`config.mk`:
```
export PLATFORM = sky130hd
export DESIGN_NAME = bootloader_write_memory_host
export DESIGN_NICKNAME = d
export VERILOG_FILES = /design/src/design/blwm_pkg.sv /design/src/design/blwm_step.sv /design/src/design/blwm_burst.sv /design/src/design/bootloader_write_memory_host.sv
export SDC_FILE = /design/constraint.sdc
export NUM_CORES = 1
export LEC_CHECK = 0
export BUFFER_PORTS_ARGS = -buffer_cell sky130_fd_sc_hd__buf_2
export CAP_MARGIN = 10
export CELL_PAD_IN_SITES_DETAIL_PLACEMENT = 0
export CELL_PAD_IN_SITES_GLOBAL_PLACEMENT = 1
export CORE_MARGIN = 10
export CORE_UTILIZATION = 47
export DETAILED_ROUTE_END_ITERATION = 6
export PLACE_DENSITY = 0.79
export SYNTH_ARGS = -nofsm -noshare
export SYNTH_HDL_FRONTEND = slang
export SYNTH_HIERARCHICAL = 1
export SYNTH_SLANG_ARGS = --single-unit
export TNS_END_PERCENT = 100
```
`constraint.sdc`:
```
create_clock -name clock -period 5.1 [get_ports clock]
set_input_delay 1.02 -clock clock [delete_from_list [all_inputs] [get_ports clock]]
set_output_delay 1.02 -clock clock [all_outputs]
set_load 0.05 [all_outputs]
```
`src/design/blwm_pkg.sv`:
```
`timescale 1ns / 1ps
// ----------------------------------------------------------------------------
// blwm_pkg: shared types and constants of the bootloader write host
// Item and burst layouts, protocol bytes and the byte checksum helper.
// ----------------------------------------------------------------------------
package blwm_pkg;

   // step size of one programmed word
   localparam int unsigned WORD_BYTES = 4;

   // protocol bytes
   localparam logic [7:0] ACK_BYTE      = 8'h79;
   localparam logic [7:0] SYNC_BYTE     = 8'h7F;
   localparam logic [7:0] CMD_WRITE     = 8'h31;
   localparam logic [7:0] CMD_WRITE_INV = 8'hCE;
   localparam logic [7:0] COUNT_BYTE    = 8'(WORD_BYTES - 1);

   // reset value of the base address register
   localparam logic [31:0] BASE_RESET = 32'h0800_0000;

   // input item kinds
   localparam logic [1:0] KIND_START = 2'd0;
   localparam logic [1:0] KIND_WORD  = 2'd1;
   localparam logic [1:0] KIND_REPLY = 2'd2;

   // result status codes
   localparam logic [2:0] ST_BUSY  = 3'd0;
   localparam logic [2:0] ST_READY = 3'd1;
   localparam logic [2:0] ST_DONE  = 3'd2;
   localparam logic [2:0] ST_ABORT = 3'd3;
   localparam logic [2:0] ST_BAD   = 3'd4;

   // configuration register indexes
   localparam int unsigned CSR_INDEX_W = 8;
   localparam logic [CSR_INDEX_W-1:0] CSR_BASE_ADDRESS = 8'd0;
   localparam logic [CSR_INDEX_W-1:0] CSR_IMAGE_BYTES  = 8'd1;

   // most results one item can cause
   localparam int unsigned BURST_MAX = 6;

   typedef struct packed {
      logic [1:0]  kind;
      logic [31:0] word;
      logic [7:0]  reply_byte;
   } item_type;

   // results of one item, slot 0 goes out first
   typedef struct packed {
      logic [2:0]                count;
      logic [BURST_MAX-1:0]      has;
      logic [BURST_MAX-1:0][7:0] bytes;
      logic [2:0]                status;
   } burst_type;

   // xor of the four bytes of a word
   function automatic logic [7:0] xor_bytes(input logic [31:0] w);
      xor_bytes = w[31:24] ^ w[23:16] ^ w[15:8] ^ w[7:0];
   endfunction

endpackage

```
`src/design/blwm_step.sv`:
```
`timescale 1ns / 1ps
// ----------------------------------------------------------------------------
// blwm_step: exchange sequencer of the bootloader write host
// Holds the exchange phase, address, word and byte tally, and turns one
// item into the burst of bytes it causes.
// ----------------------------------------------------------------------------
module blwm_step (
   input  logic                 clock,
   input  logic                 reset,
   input  logic                 fire,
   input  blwm_pkg::item_type   item,
   input  logic [31:0]          base_address,
   input  logic [31:0]          image_bytes,
   output blwm_pkg::burst_type  burst
);

   // exchange phases
   localparam logic [2:0] PH_IDLE  = 3'd0;
   localparam logic [2:0] PH_SYNC  = 3'd1;
   localparam logic [2:0] PH_READY = 3'd2;
   localparam logic [2:0] PH_CMD   = 3'd3;
   localparam logic [2:0] PH_ADDR  = 3'd4;
   localparam logic [2:0] PH_DATA  = 3'd5;
   localparam logic [2:0] PH_DONE  = 3'd6;
   localparam logic [2:0] PH_ABORT = 3'd7;

   logic [2:0]  phase_ff, phase_in;
   logic [31:0] address_ff, address_in;
   logic [31:0] held_ff, held_in;
   logic [31:0] written_ff, written_in;
   logic [32:0] written_sum;
   logic [31:0] written_step;

   // saturating tally step
   assign written_sum  = {1'b0, written_ff} + 33'(blwm_pkg::WORD_BYTES);
   assign written_step = written_sum[32] ? 32'hFFFF_FFFF : written_sum[31:0];

   // phase decode and burst build
   always_comb begin
      phase_in     = phase_ff;
      address_in   = address_ff;
      held_in      = held_ff;
      written_in   = written_ff;
      burst        = '0;
      burst.count  = 3'd1;
      burst.status = blwm_pkg::ST_BAD;
      unique case (item.kind)
         blwm_pkg::KIND_START: begin
            if (phase_ff == PH_IDLE || phase_ff == PH_DONE || phase_ff == PH_ABORT) begin
               address_in     = base_address;
               written_in     = '0;
               phase_in       = PH_SYNC;
               burst.has[0]   = 1'b1;
               burst.bytes[0] = blwm_pkg::SYNC_BYTE;
               burst.status   = blwm_pkg::ST_BUSY;
            end
         end
         blwm_pkg::KIND_WORD: begin
            if (phase_ff == PH_READY) begin
               held_in        = item.word;
               phase_in       = PH_CMD;
               burst.count    = 3'd2;
               burst.has[1:0] = 2'b11;
               burst.bytes[0] = blwm_pkg::CMD_WRITE;
               burst.bytes[1] = blwm_pkg::CMD_WRITE_INV;
               burst.status   = blwm_pkg::ST_BUSY;
            end
         end
         blwm_pkg::KIND_REPLY: begin
            if (phase_ff == PH_SYNC) begin
               // sync reply is taken unchecked
               if (written_ff >= image_bytes) begin
                  phase_in     = PH_DONE;
                  burst.status = blwm_pkg::ST_DONE;
               end else begin
                  phase_in     = PH_READY;
                  burst.status = blwm_pkg::ST_READY;
               end
            end else if (phase_ff == PH_CMD || phase_ff == PH_ADDR ||
                         phase_ff == PH_DATA) begin
               if (item.reply_byte != blwm_pkg::ACK_BYTE) begin
                  phase_in     = PH_ABORT;
                  burst.status = blwm_pkg::ST_ABORT;
               end else if (phase_ff == PH_CMD) begin
                  // address bytes, msb first, then checksum
                  burst.count    = 3'd5;
                  burst.has[4:0] = 5'b11111;
                  burst.bytes[0] = address_ff[31:24];
                  burst.bytes[1] = address_ff[23:16];
                  burst.bytes[2] = address_ff[15:8];
                  burst.bytes[3] = address_ff[7:0];
                  burst.bytes[4] = blwm_pkg::xor_bytes(address_ff);
                  phase_in       = PH_ADDR;
                  burst.status   = blwm_pkg::ST_BUSY;
               end else if (phase_ff == PH_ADDR) begin
                  // count byte, data bytes, checksum
                  burst.count    = 3'd6;
                  burst.has      = '1;
                  burst.bytes[0] = blwm_pkg::COUNT_BYTE;
                  burst.bytes[1] = held_ff[31:24];
                  burst.bytes[2] = held_ff[23:16];
                  burst.bytes[3] = held_ff[15:8];
                  burst.bytes[4] = held_ff[7:0];
                  burst.bytes[5] = blwm_pkg::xor_bytes(held_ff) ^ blwm_pkg::COUNT_BYTE;
                  phase_in       = PH_DATA;
                  burst.status   = blwm_pkg::ST_BUSY;
               end else begin
                  // word acknowledged
                  address_in = address_ff + 32'(blwm_pkg::WORD_BYTES);
                  written_in = written_step;
                  if (written_step >= image_bytes) begin
                     phase_in     = PH_DONE;
                     burst.status = blwm_pkg::ST_DONE;
                  end else begin
                     phase_in     = PH_READY;
                     burst.status = blwm_pkg::ST_READY;
                  end
               end
            end
         end
         default: begin
            burst.status = blwm_pkg::ST_BAD;
         end
      endcase
   end

   // exchange state
   always_ff @(posedge clock) begin
      if (reset) begin
         phase_ff   <= PH_IDLE;
         address_ff <= blwm_pkg::BASE_RESET;
         held_ff    <= '0;
         written_ff <= '0;
      end else if (fire) begin
         phase_ff   <= phase_in;
         address_ff <= address_in;
         held_ff    <= held_in;
         written_ff <= written_in;
      end
   end

endmodule

```
`src/design/blwm_burst.sv`:
```
`timescale 1ns / 1ps
// ----------------------------------------------------------------------------
// blwm_burst: result buffer of the bootloader write host
// Holds the bytes of one item and hands them out one word per cycle while rsp_tready is high.
// ----------------------------------------------------------------------------
module blwm_burst (
   input  logic                 clock,
   input  logic                 reset,
   input  logic                 load,
   input  blwm_pkg::burst_type  burst,
   output logic                 can_load,
   output logic                 rsp_tvalid,
   input  logic                 rsp_tready,
   output logic                 rsp_has_byte,
   output logic [7:0]           rsp_tx_byte,
   output logic [2:0]           rsp_status,
   output logic                 rsp_last
);

   logic [2:0]                          count_ff, count_in;
   logic [blwm_pkg::BURST_MAX-1:0]      has_ff, has_in;
   logic [blwm_pkg::BURST_MAX-1:0][7:0] bytes_ff, bytes_in;
   logic [2:0]                          status_ff;
   logic                                take;

   assign rsp_tvalid   = (count_ff != 3'd0);
   assign take         = rsp_tvalid && rsp_tready;
   assign can_load     = (count_ff == 3'd0) || (count_ff == 3'd1 && rsp_tready);
   assign rsp_has_byte = has_ff[0];
   assign rsp_tx_byte  = bytes_ff[0];
   assign rsp_status   = status_ff;
   assign rsp_last     = (count_ff == 3'd1);

   // load a new burst or shift out the head word
   always_comb begin
      count_in = count_ff;
      has_in   = has_ff;
      bytes_in = bytes_ff;
      if (load) begin
         count_in = burst.count;
         has_in   = burst.has;
         bytes_in = burst.bytes;
      end else if (take) begin
         count_in = count_ff - 3'd1;
         has_in   = {1'b0, has_ff[blwm_pkg::BURST_MAX-1:1]};
         bytes_in = {8'h00, bytes_ff[blwm_pkg::BURST_MAX-1:1]};
      end
   end

   // buffer registers
   always_ff @(posedge clock) begin
      if (reset) begin
         count_ff <= '0;
      end else begin
         count_ff <= count_in;
      end
      has_ff   <= has_in;
      bytes_ff <= bytes_in;
      if (load) begin
         status_ff <= burst.status;
      end
   end

endmodule

```
`src/design/bootloader_write_memory_host.sv`:
```
`timescale 1ns / 1ps
// ----------------------------------------------------------------------------
// bootloader_write_memory_host: host side of a serial bootloader write
// Runs sync, write command, address and data handshakes, one word per item.
// ----------------------------------------------------------------------------
//  channel  direction  contents
//  req_     in         tuser kind, tdata word and reply byte
//  rsp_     out        tuser has_byte, tdata tx byte and status, tlast
//  csr_     in         register index and write data
//
// an item is held in the input register, then its burst is loaded into the
// result buffer, which hands out one result word per cycle while rsp_tready is high
// an item causes one to six results, and the result buffer alone sets the sustained rate
// reset clears the exchange phase and buffer counts
// a stalled rsp_ side holds the buffer, and the input register then holds
// one further item
module bootloader_write_memory_host (
   input  logic                             clock,
   input  logic                             reset,
   // input channel
   input  logic                             req_tvalid,
   output logic                             req_tready,
   input  logic [39:0]                      req_tdata,   // word[31:0], reply_byte[39:32]
   input  logic [1:0]                       req_tuser,   // kind[1:0]
   // result channel
   output logic                             rsp_tvalid,
   input  logic                             rsp_tready,
   output logic [15:0]                      rsp_tdata,   // tx_byte[7:0], status[10:8], zero
   output logic                             rsp_tuser,   // has_byte
   output logic                             rsp_tlast,
   // configuration port
   input  logic                             csr_valid,
   output logic                             csr_ready,
   input  logic [blwm_pkg::CSR_INDEX_W-1:0] csr_index,
   input  logic [31:0]                      csr_data
);

   logic                item_valid_ff, item_valid_in;
   blwm_pkg::item_type  item_ff;
   blwm_pkg::burst_type burst;
   logic [31:0]         base_ff, image_ff;
   logic                can_load, load;
   logic                rsp_has_byte;
   logic [7:0]          rsp_tx_byte;
   logic [2:0]          rsp_status;

   assign csr_ready     = 1'b1;
   assign load          = item_valid_ff && can_load;
   assign req_tready    = !item_valid_ff || load;
   assign item_valid_in = (req_tvalid && req_tready) ? 1'b1 : (load ? 1'b0 : item_valid_ff);

   // configuration registers
   always_ff @(posedge clock) begin
      if (reset) begin
         base_ff  <= blwm_pkg::BASE_RESET;
         image_ff <= '0;
      end else if (csr_valid && csr_ready) begin
         unique case (csr_index)
            blwm_pkg::CSR_BASE_ADDRESS: base_ff  <= csr_data;
            blwm_pkg::CSR_IMAGE_BYTES:  image_ff <= csr_data;
            default: begin
            end
         endcase
      end
   end

   // input register
   always_ff @(posedge clock) begin
      if (reset) begin
         item_valid_ff <= 1'b0;
      end else begin
         item_valid_ff <= item_valid_in;
      end
      if (req_tvalid && req_tready) begin
         item_ff.kind       <= req_tuser;
         item_ff.word       <= req_tdata[31:0];
         item_ff.reply_byte <= req_tdata[39:32];
      end
   end

   blwm_step u_step (
      .clock        (clock),
      .reset        (reset),
      .fire         (load),
      .item         (item_ff),
      .base_address (base_ff),
      .image_bytes  (image_ff),
      .burst        (burst)
   );

   blwm_burst u_burst (
      .clock        (clock),
      .reset        (reset),
      .load         (load),
      .burst        (burst),
      .can_load     (can_load),
      .rsp_tvalid   (rsp_tvalid),
      .rsp_tready   (rsp_tready),
      .rsp_has_byte (rsp_has_byte),
      .rsp_tx_byte  (rsp_tx_byte),
      .rsp_status   (rsp_status),
      .rsp_last     (rsp_tlast)
   );

   // result word packing
   assign rsp_tdata = {5'b00000, rsp_status, rsp_tx_byte};
   assign rsp_tuser = rsp_has_byte;

endmodule
```
Yosys cells after proc, flatten, opt, wreduce, memory -nomap -nowiden
Cells that the tools add are included.

Add/subtract/negate cells: 3. Magnitude comparators: 2. Equal/unequal tests: 20. Mux-type cells: 65. Bitwise logic cells: 7. Reduce and logical (&&, ||, !) cells: 25.

Operator list (number): $mux 57 (8); $mux 32 (14); $pmux 32 s2 (2); $mux 48 (2); $ge 32x32->1 (2); $mux 60 (1); $xor 8x8->8 (6); $mux 3 (15); $mux 43 (1); $add 32x3->33 const B (1); $add 32x3->32 const B (1); $pmux 8 s3 (1); $mux 19 (1); $pmux 3 s3 (2); $pmux 8 s2 (1); $eq 3x3->1 const B (4); $mux 6 (2); $mux 10 (1); $eq 8x1->1 const B (1); $logic_not 8->1 (1); $mux 2 (4); $mux 8 (1); $ne 2x2->1 const B (4); $ne 8x7->1 const B (1); 25 further kinds (45).

Register bits: 266. Input bits: 87. Output and inout port bits: 21.

Logic depth before layout (Yosys ltp)
Gate-level depths: netlist (run 1).

Depth after elaboration: 16. Depth in mapped cells: 15. Depth with buffers taken out: 14.

By module
Netlist (run 1), hierarchy kept.

Modules (own cells, without submodules): blwm_step (times used 1, cells an instance 1119, area each 8054.0 um2, seq. area each 1981.9 um2); bootloader_write_memory_host (times used 1, cells an instance 304, area each 4067.7 um2, seq. area each 2562.5 um2); blwm_burst (times used 1, cells an instance 153, area each 2622.5 um2, seq. area each 1771.7 um2).

Worst setup path after synthesis (run 1)
Ideal clock, no wire load.

Kind: register to register. Start point: register u_step.written_ff[6]. End point: register u_burst.status_ff[0] (netlist: u_burst/rsp_status[0]), data pin. Library setup time: 0.261 ns. Arrival: 3.530 ns. Required time: 4.839 ns. Path slack: 1.309 ns. Cell stages (with the launch flop): 14. Path through: dfxtp_1 -> nand3_4 -> or4_4 -> nor4_2 -> nand3_1 -> xnor2_1 -> nand2_1 -> ha_1 -> nand4_1 -> or4_1 -> nor2_1 -> o2bb2ai_1 -> nor4_1 -> o311a_1.

RTL lines: start: declaration (line blwm_step.sv:30) `logic [31:0] written_ff, written_in;`; start signal: assignment (line blwm_step.sv:138) `written_ff <= written_in;`; end signal: assignment (line blwm_burst.sv:60) `status_ff <= burst.status;`; end: declaration (line blwm_burst.sv:23) `logic [2:0] status_ff;`.

==> run summary, run 1 <==
Vias in the first global route - 11300
F_max - 214 MHz
Placed Area - 15400 um^2
Leak pwr - 0.00610 uW
GRT Util Overall - 0.197
Combinational family with the most area after synthesis - simple AND/OR/NAND/NOR gates
Hold Crit Class - flop to flop
Main area contributors after synthesis - dfxtp_1 23%, edfxtp_1 20%, ha_1 6.3%, mux2i_1 4.4%, nand2_1 4.4%
Worst hold margin - 0.474 ns
Sequential share of the synthesized area - 0.428
Met1 wire length - 18.9 mm
Hold path start - base_ff[19]
Final nets - 1783
Initial core utilization - 0.479
Layout area overhead - 11.1%
CTS tree - yes
Longest Clk Path Bufs - 3
Inserted Clock Buffers - 30
Most common cell after layout, fill and taps aside - nand2_1
EDFF count, synth - 99
Crit Reg-Reg Startpoint - u_step/written_ff[9]
CP required - 5.40 ns
Synth Area in Compound Gates - 0.148
Fin. Hold Viols - 0
Share of the synthesized area in the top cell type - 0.227
Core Area - 30700 um^2
Diode count - 0
Xor/xnor share of the synthesized area - 0.0398
Netlist cell types - 83
Hold Path Sink - base_ff[19]
Most used DFF post-synth - dfxtp_1
GP Congestion - 0.893
Netlist Area Pre-Place - 14700 um^2
Worst r2r path cells - 11
Slowest cell on crit path - or4_1
DR top layer - met4
Worst-margin pin slew - 1.05 ns
Synth Area in Adders - 0.0628
Post-Syn Instances - 1576
Setup-failing EPs final - 0
Worst setup SP type - flop
Worst Path Max Fanout - 10
First-pass GRT wire length - 62.5 mm
Skew final - 0.0114 ns
Fin area - 16400 um^2
Reg2reg end - u_burst/rsp_status[1]
Worst ir drop on vdd - 0.292 mV
Power density cells - 347 nW/um^2
Die W - 197 um
TritonCTS Sinks - 266
Final setup TNS - 0 ns
# H-tree levels - 1
DRT Wirelength - 38.9 mm
Tcrit/Tclk final - 0.918
Largest net degree at the start of global routing - 90
Hold Path Depth - 2
Synthesis Warnings - 6
Worst-path clk slew - 0.06 ns
Die Ht - 197 um
Vias - 11600
RSZ-0062 raised after global routing - false
Rel. slew slack - 0.293
Clk Tree Root Cell - clkbuf_16
Drt via density - 5.67
Initial antenna violation count - 0
GRT overflow - 0
Routed length per instance - 19.0 um
Final Max Slew Viols - 0
CP endpoint kind - flop
Commonest non-fill, non-tap cells in the layout - 173 x nand2_1, 167 x dfxtp_1, 118 x a21oi_1
Max incr delay on CP - 0.64 ns
ANT nets after route - 0
Crit path cell chain - nand3_1 > or4_4 > or4_1 > o21ai_0 > nand3_1 > ha_1 > nand4_1 > or4_1 > o2bb2ai_1 > o21ai_0 > a2111oi_0
First-pass detailed-route iteration total - 5
Total die area - 38900 um^2
Post-Syn Area per Cell - 9.36 um^2
WS Path Type - flop to flop
Worst-Skew Late Latency - 0.57 ns
Critical path data arrival time - 4.98 ns
Yosys reg bits - 266
Synth Area in Simple Gates - 0.189
FF-to-FF setup slack - 0.42 ns
Met3 WL - 1.83 mm
Layout cells sized above 1 - 0.146
Met2 Routed Length - 16.9 mm
Max-cap violations - 0
Rows - 64
Filler cells - 2895
Hpwl dp - 27.7 mm
Asr flop ratio synth - 0
Input/output buffers - 101
Starting DRT DRC Count - 1007
DRC Markers - 0
Area leader, netlist - dfxtp_1
Period minus WS final - 4.68 ns
Cts hold-fix bufs - 0
Ports - 108
Status - finished, final reports clean
Multiplexer area fraction after synthesis - 0.0800
## worst max-delay path by stage
stage                                    start               endpoint  cells after the start
after detailed placement  u_step/written_ff[9]  u_burst/rsp_status[1]                     12
final                     u_step/written_ff[9]  u_burst/rsp_status[1]                     11
after global placement    u_step/written_ff[9]  u_burst/rsp_status[1]                     12
after floorplan           u_step/written_ff[6]  u_burst/rsp_status[0]                     13
after CTS                 u_step/written_ff[9]  u_burst/rsp_status[1]                     12
after global routing      u_step/written_ff[9]  u_burst/rsp_status[1]                     12
## per-stage QoR
stage,total power (uW),setup WS (ns),std cells,utilization
detailed placement,3670,0.374,1986,0.501
floorplan,3460,1.31,1580,-
CTS,5750,0.324,2042,0.532
global placement,3650,0.621,1986,0.501
finish,5690,0.419,2042,0.533
global route,5930,0.0818,2042,0.533
## metal layers
metal  GRT usage  vias up
met5           0        -
met4      0.0627        0
met3      0.0249       71
met2       0.298      293
met1       0.285     5485
li1            -     5735
## layout make-up
type / count / area (um^2) / share of cell area
Clock inverter: 9 / 57.6 / 0.00351
Inverter: 56 / 210 / 0.0128
Sequential cell: 266 / 6320 / 0.386
Timing Repair Buffer: 121 / 671 / 0.0409
Multi-Input combinational cell: 1147 / 7720 / 0.472
Clock buffer: 47 / 905 / 0.0552
Tap cell: 396 / 495 / 0.0303
## report_power, final
part | internal [uW] | leakage [uW] | total (uW) | switching, uW
sequential | 2570 | 0.00231 | 2650 | 84.1
clock | 1210 | 0.000467 | 2070 | 863
combinational | 338 | 0.00332 | 967 | 629
total | 4110 | 0.00610 | 5690 | 1580
## kinds of logic (layout without fill, tap and decap cells)
kind of cell / count (synthesis) / in the layout
and+or+nand+nor: 546 / 546
adders and majority gates: 74 / 74
muxes: 112 / 112
buffers and inverters: 167 / 233
xor gates and xnor gates: 67 / 67
DFF: 266 / 266
other: 2 / 6
AOI/OAI and AO/OA: 342 / 342
## registers in the layout, indices dropped and copies added (netlist names)
register / cells
u_burst/count_ff: 3
u_step/address_ff: 32
image_ff: 32
u_burst/has_ff: 6
item_valid_ff: 1
u_step/written_ff: 32
base_ff: 32
u_step/phase_ff: 3
u_burst/rsp_tx_byte: 8
u_burst/bytes_ff: 40
item_ff: 42
u_burst/rsp_status: 3
u_step/held_ff: 32
## worst max-delay path: cells and delay by family, from the launching register on
kind                       cells  cell delay, ns
AOI/OAI and AO/OA              4            1.29
adders and majority gates      1            0.35
and+or+nand+nor                6            2.27
DFF                            1            0.51
## cell usage after synthesis (all sizes together), types with 6 or more instances
library cell / number
a31oi: 9
a21o: 8
nand2b: 103
o21ai: 62
xnor2: 50
ha: 74
dfxtp: 167
nor2: 98
nand3: 45
a211o: 6
inv: 56
a21oi: 118
nor2b: 11
a2111oi: 6
clkbuf: 65
mux2i: 65
a22oi: 40
nand4: 19
buf: 46
and3: 17
xor2: 17
nor4: 13
o22ai: 12
nor3: 21
mux2: 47
nand2: 173
and2: 17
and4: 6
edfxtp: 99
o21a: 9
a211oi: 21
## repair_timing
item,4_1_cts,5_1_grt
resized for setup,0,1
setup endpoints to repair,0,1
buffers inserted,0,0
No activity file was read; power rests on OpenSTA's default activity.
==> inputs of run 2 (changes only) <==
--- a/config.mk
+++ b/config.mk
@@ -10,9 +10,9 @@
 export CELL_PAD_IN_SITES_DETAIL_PLACEMENT = 0
 export CELL_PAD_IN_SITES_GLOBAL_PLACEMENT = 1
 export CORE_MARGIN = 10
-export CORE_UTILIZATION = 47
+export CORE_UTILIZATION = 51
 export DETAILED_ROUTE_END_ITERATION = 6
-export PLACE_DENSITY = 0.79
+export PLACE_DENSITY = 0.88
 export SYNTH_ARGS = -nofsm -noshare
 export SYNTH_HDL_FRONTEND = slang
 export SYNTH_HIERARCHICAL = 1
==> constraint.sdc (replaced) <==
create_clock -name clock -period 5.5 [get_ports clock]
set_input_delay 1.1 -clock clock [delete_from_list [all_inputs] [get_ports clock]]
set_output_delay 1.1 -clock clock [all_outputs]
set_load 0.05 [all_outputs]
==> run 2 against run 1 <==
Register-to-register slack better by 0.32 ns. Hold slack gained 0.0027 ns. Via count down 0.14%. Final area shrank 0.43%. Non-clock buffer count decreased by 5. Combinational power fell by 7.5%.
==> run summary, run 2 (same netlist as run 1, synthesis figures left out) <==
Hpwl dp - 26.7 mm (-3.4%)
Slowest cell on crit path - nor4_1
Vias in the first global route - 11100 (-1.0%)
Max incr delay on CP - 0.68 ns (+0.04 ns)
CP endpoint kind - flop
Post-CTS Setup Bufs - 0 (unchanged)
Die W - 190 um (-3.6%)
Largest Register - item_ff
ANT nets after route - 0 (unchanged)
GRT overflow - 0 (unchanged)
CP required - 5.80 ns (+0.40 ns)
Clk Tree Root Cell - clkbuf_16
Most common cell after layout, fill and taps aside - nand2_1
Layout area overhead - 10.6%
Hold Crit Class - flop to flop
Hold Path Depth - 2 (unchanged)
Setup-failing EPs final - 0 (unchanged)
Worst-margin pin slew - 1.06 ns (+0.0100 ns)
Tcrit/Tclk final - 0.866 (-0.0515)
Biggest regs - item_ff x42, u_burst/bytes_ff x40
Internal power - 3870 uW (-6.0%)
DRC Markers - 0 (unchanged)
Vias - 11600 (-0.14%)
Worst Path Max Fanout - 6 (-4)
Total die area - 36100 um^2 (-7.1%)
Commonest non-fill, non-tap cells in the layout - 173 x nand2_1, 167 x dfxtp_1, 118 x a21oi_1
Power density cells - 327 nW/um^2 (-5.8%)
GP Congestion - 0.914 (+2.4%)
Final Max Slew Viols - 0 (unchanged)
Reg2reg end - u_burst/rsp_status[1]
Crit path cell chain - ha_1 > and3_1 > nand3_1 > nor4_1 > nand2_1 > a311oi_1 > nor2_1 > ha_1 > nand4_1 > or4_1 > o2bb2ai_1 > o21ai_0 > a2111oi_0
Crit-path most repeated cell - ha_1
TritonCTS Sinks - 266 (unchanged)
Drt via density - 5.72 (+0.80%)
Hold path start - image_ff[30]
Sw Share - 0.276 (-0.00145)
Fin area - 16300 um^2 (-0.43%)
Diode count - 0 (unchanged)
Critical path data arrival time - 5.06 ns (+0.08 ns)
Worst r2r path cells - 13 (+2)
Inserted Clock Buffers - 29 (-3.3%)
Initial core utilization - 0.515 (+0.0356)
Placed Area - 15300 um^2 (-0.42%)
Fin. Hold Viols - 0 (unchanged)
Worst ir drop on vdd - 0.288 mV (-1.3%)
RSZ-0062 raised after global routing - false
Initial antenna violation count - 0 (unchanged)
Core Area - 28600 um^2 (-6.9%)
Die Ht - 190 um (-3.6%)
Gate power share - 0.167 (-0.003)
Crit Reg-Reg Startpoint - u_step/written_ff[2]
Final nets - 1777 (-0.34%)
Cts hold-fix bufs - 0 (unchanged)
Status - finished, final reports clean
Longest Clk Path Bufs - 3 (unchanged)
Sequential power share - 0.460 (-0.006)
Layout cells sized above 1 - 0.142 (-0.00426)
First-pass detailed-route iteration total - 5 (unchanged)
WS Path Type - flop to flop
Max-cap violations - 0 (unchanged)
Input/output buffers - 101 (unchanged)
Clock share of power - 0.372 (+0.008)
CTS tree - yes
# H-tree levels - 1 (unchanged)
Final setup TNS - 0 ns (unchanged)
FF-to-FF setup slack - 0.74 ns (+0.32 ns)
F_max - 210 MHz (-1.8%)
First-pass GRT wire length - 60.1 mm (-3.8%)
Worst-Skew Late Latency - 0.57 ns (about the same)
Leak pwr - 0.00606 uW (-0.65%)
Worst setup SP type - flop
Rel. slew slack - 0.295 (+0.00285)
Max reg flops - 42 (unchanged)
Post_cts resized - 0 (unchanged)
DRT Wirelength - 37.7 mm (-3.1%)
Starting DRT DRC Count - 895 (-11%)
Hold Path Sink - image_ff[30]
Routed length per instance - 18.6 um (-2.2%)
Largest net degree at the start of global routing - 98 (+8.9%)
Skew final - 0.0132 ns (+0.00185 ns)
Ports - 108 (unchanged)
Period minus WS final - 4.76 ns (+0.0836 ns)
Worst-path clk slew - 0.06 ns (about the same)
Switching power - 1470 uW (-6.7%)
GRT Util Overall - 0.202 (+0.00533)
Rows - 62 (-3.1%)
## run 2: cell count changes in the layout (fill, tap and decap cells not counted), sizes merged
cell,previous run,this run
buf,121,116
clkinv,7,11
clkbuf,47,37
bufinv,0,4
inv,56,58
clkinvlp,2,0
## run 2: critical path, delay by kind of cell, from the launching register on
kind / cells / cell delay (ns)
AND/OR/NAND/NOR: 7 / 2.14
AO/OA/AOI/OAI: 4 / 1.36
adder cells (fa/ha/maj): 2 / 0.59
flip-flops: 1 / 0.41
## run 2: layer usage
layer  global-route usage  wire length [um]  vias up  part of all wire
met5                    0                 0        -                 0
met2                0.309             16300      437              0.43
met1                0.285             17500     5375              0.47
met3               0.0390              2850       58             0.076
li1                     -                 -     5698                 -
met4               0.0556               987        0             0.026
## run 2: how the worst max path moves through the flow
stage / from / endpoint / cells past startpoint
2_1_floorplan: u_step/written_ff[6] / u_burst/rsp_status[0] / 13
4_1_cts: u_step/written_ff[2] / u_burst/rsp_status[1] / 13
3_5_place_dp: u_step/written_ff[2] / u_burst/rsp_status[1] / 13
6_report: u_step/written_ff[2] / u_burst/rsp_status[1] / 13
5_1_grt: u_step/written_ff[2] / u_burst/rsp_status[1] / 13
3_3_place_gp: u_step/written_ff[2] / u_burst/rsp_status[0] / 13
## run 2: area by class of cell
type	count	area (um^2)
clock buffers	37	766
clock inverters	17	200
flip-flops and latches	266	6320
well taps	384	480
multi-input cells	1147	7710
inverters	56	210
repair buffers	116	621
fillers	2543	12300
## run 2: metrics by stage
step	hold slack [ns]	power (uW)	setup slack, ns	utilization	std cells
3_5_place_dp	0.462	3390	1.06	0.536	1969
3_3_place_gp	0.460	3370	1.21	0.536	1969
4_1_cts	0.478	5380	0.816	0.570	2023
6_report	0.477	5340	0.735	0.570	2023
2_1_floorplan	0.444	3200	1.71	-	1580
5_1_grt	0.496	5550	0.410	0.570	2023
## run 2: power groups by stage
stage	clock network, uW	registers [uW]	logic, uW
detailed placement	0	2500	894
global route	2090	2480	971
floorplan	0	2490	710
global placement	0	2490	882
finish	1990	2460	894
CTS	2020	2460	900
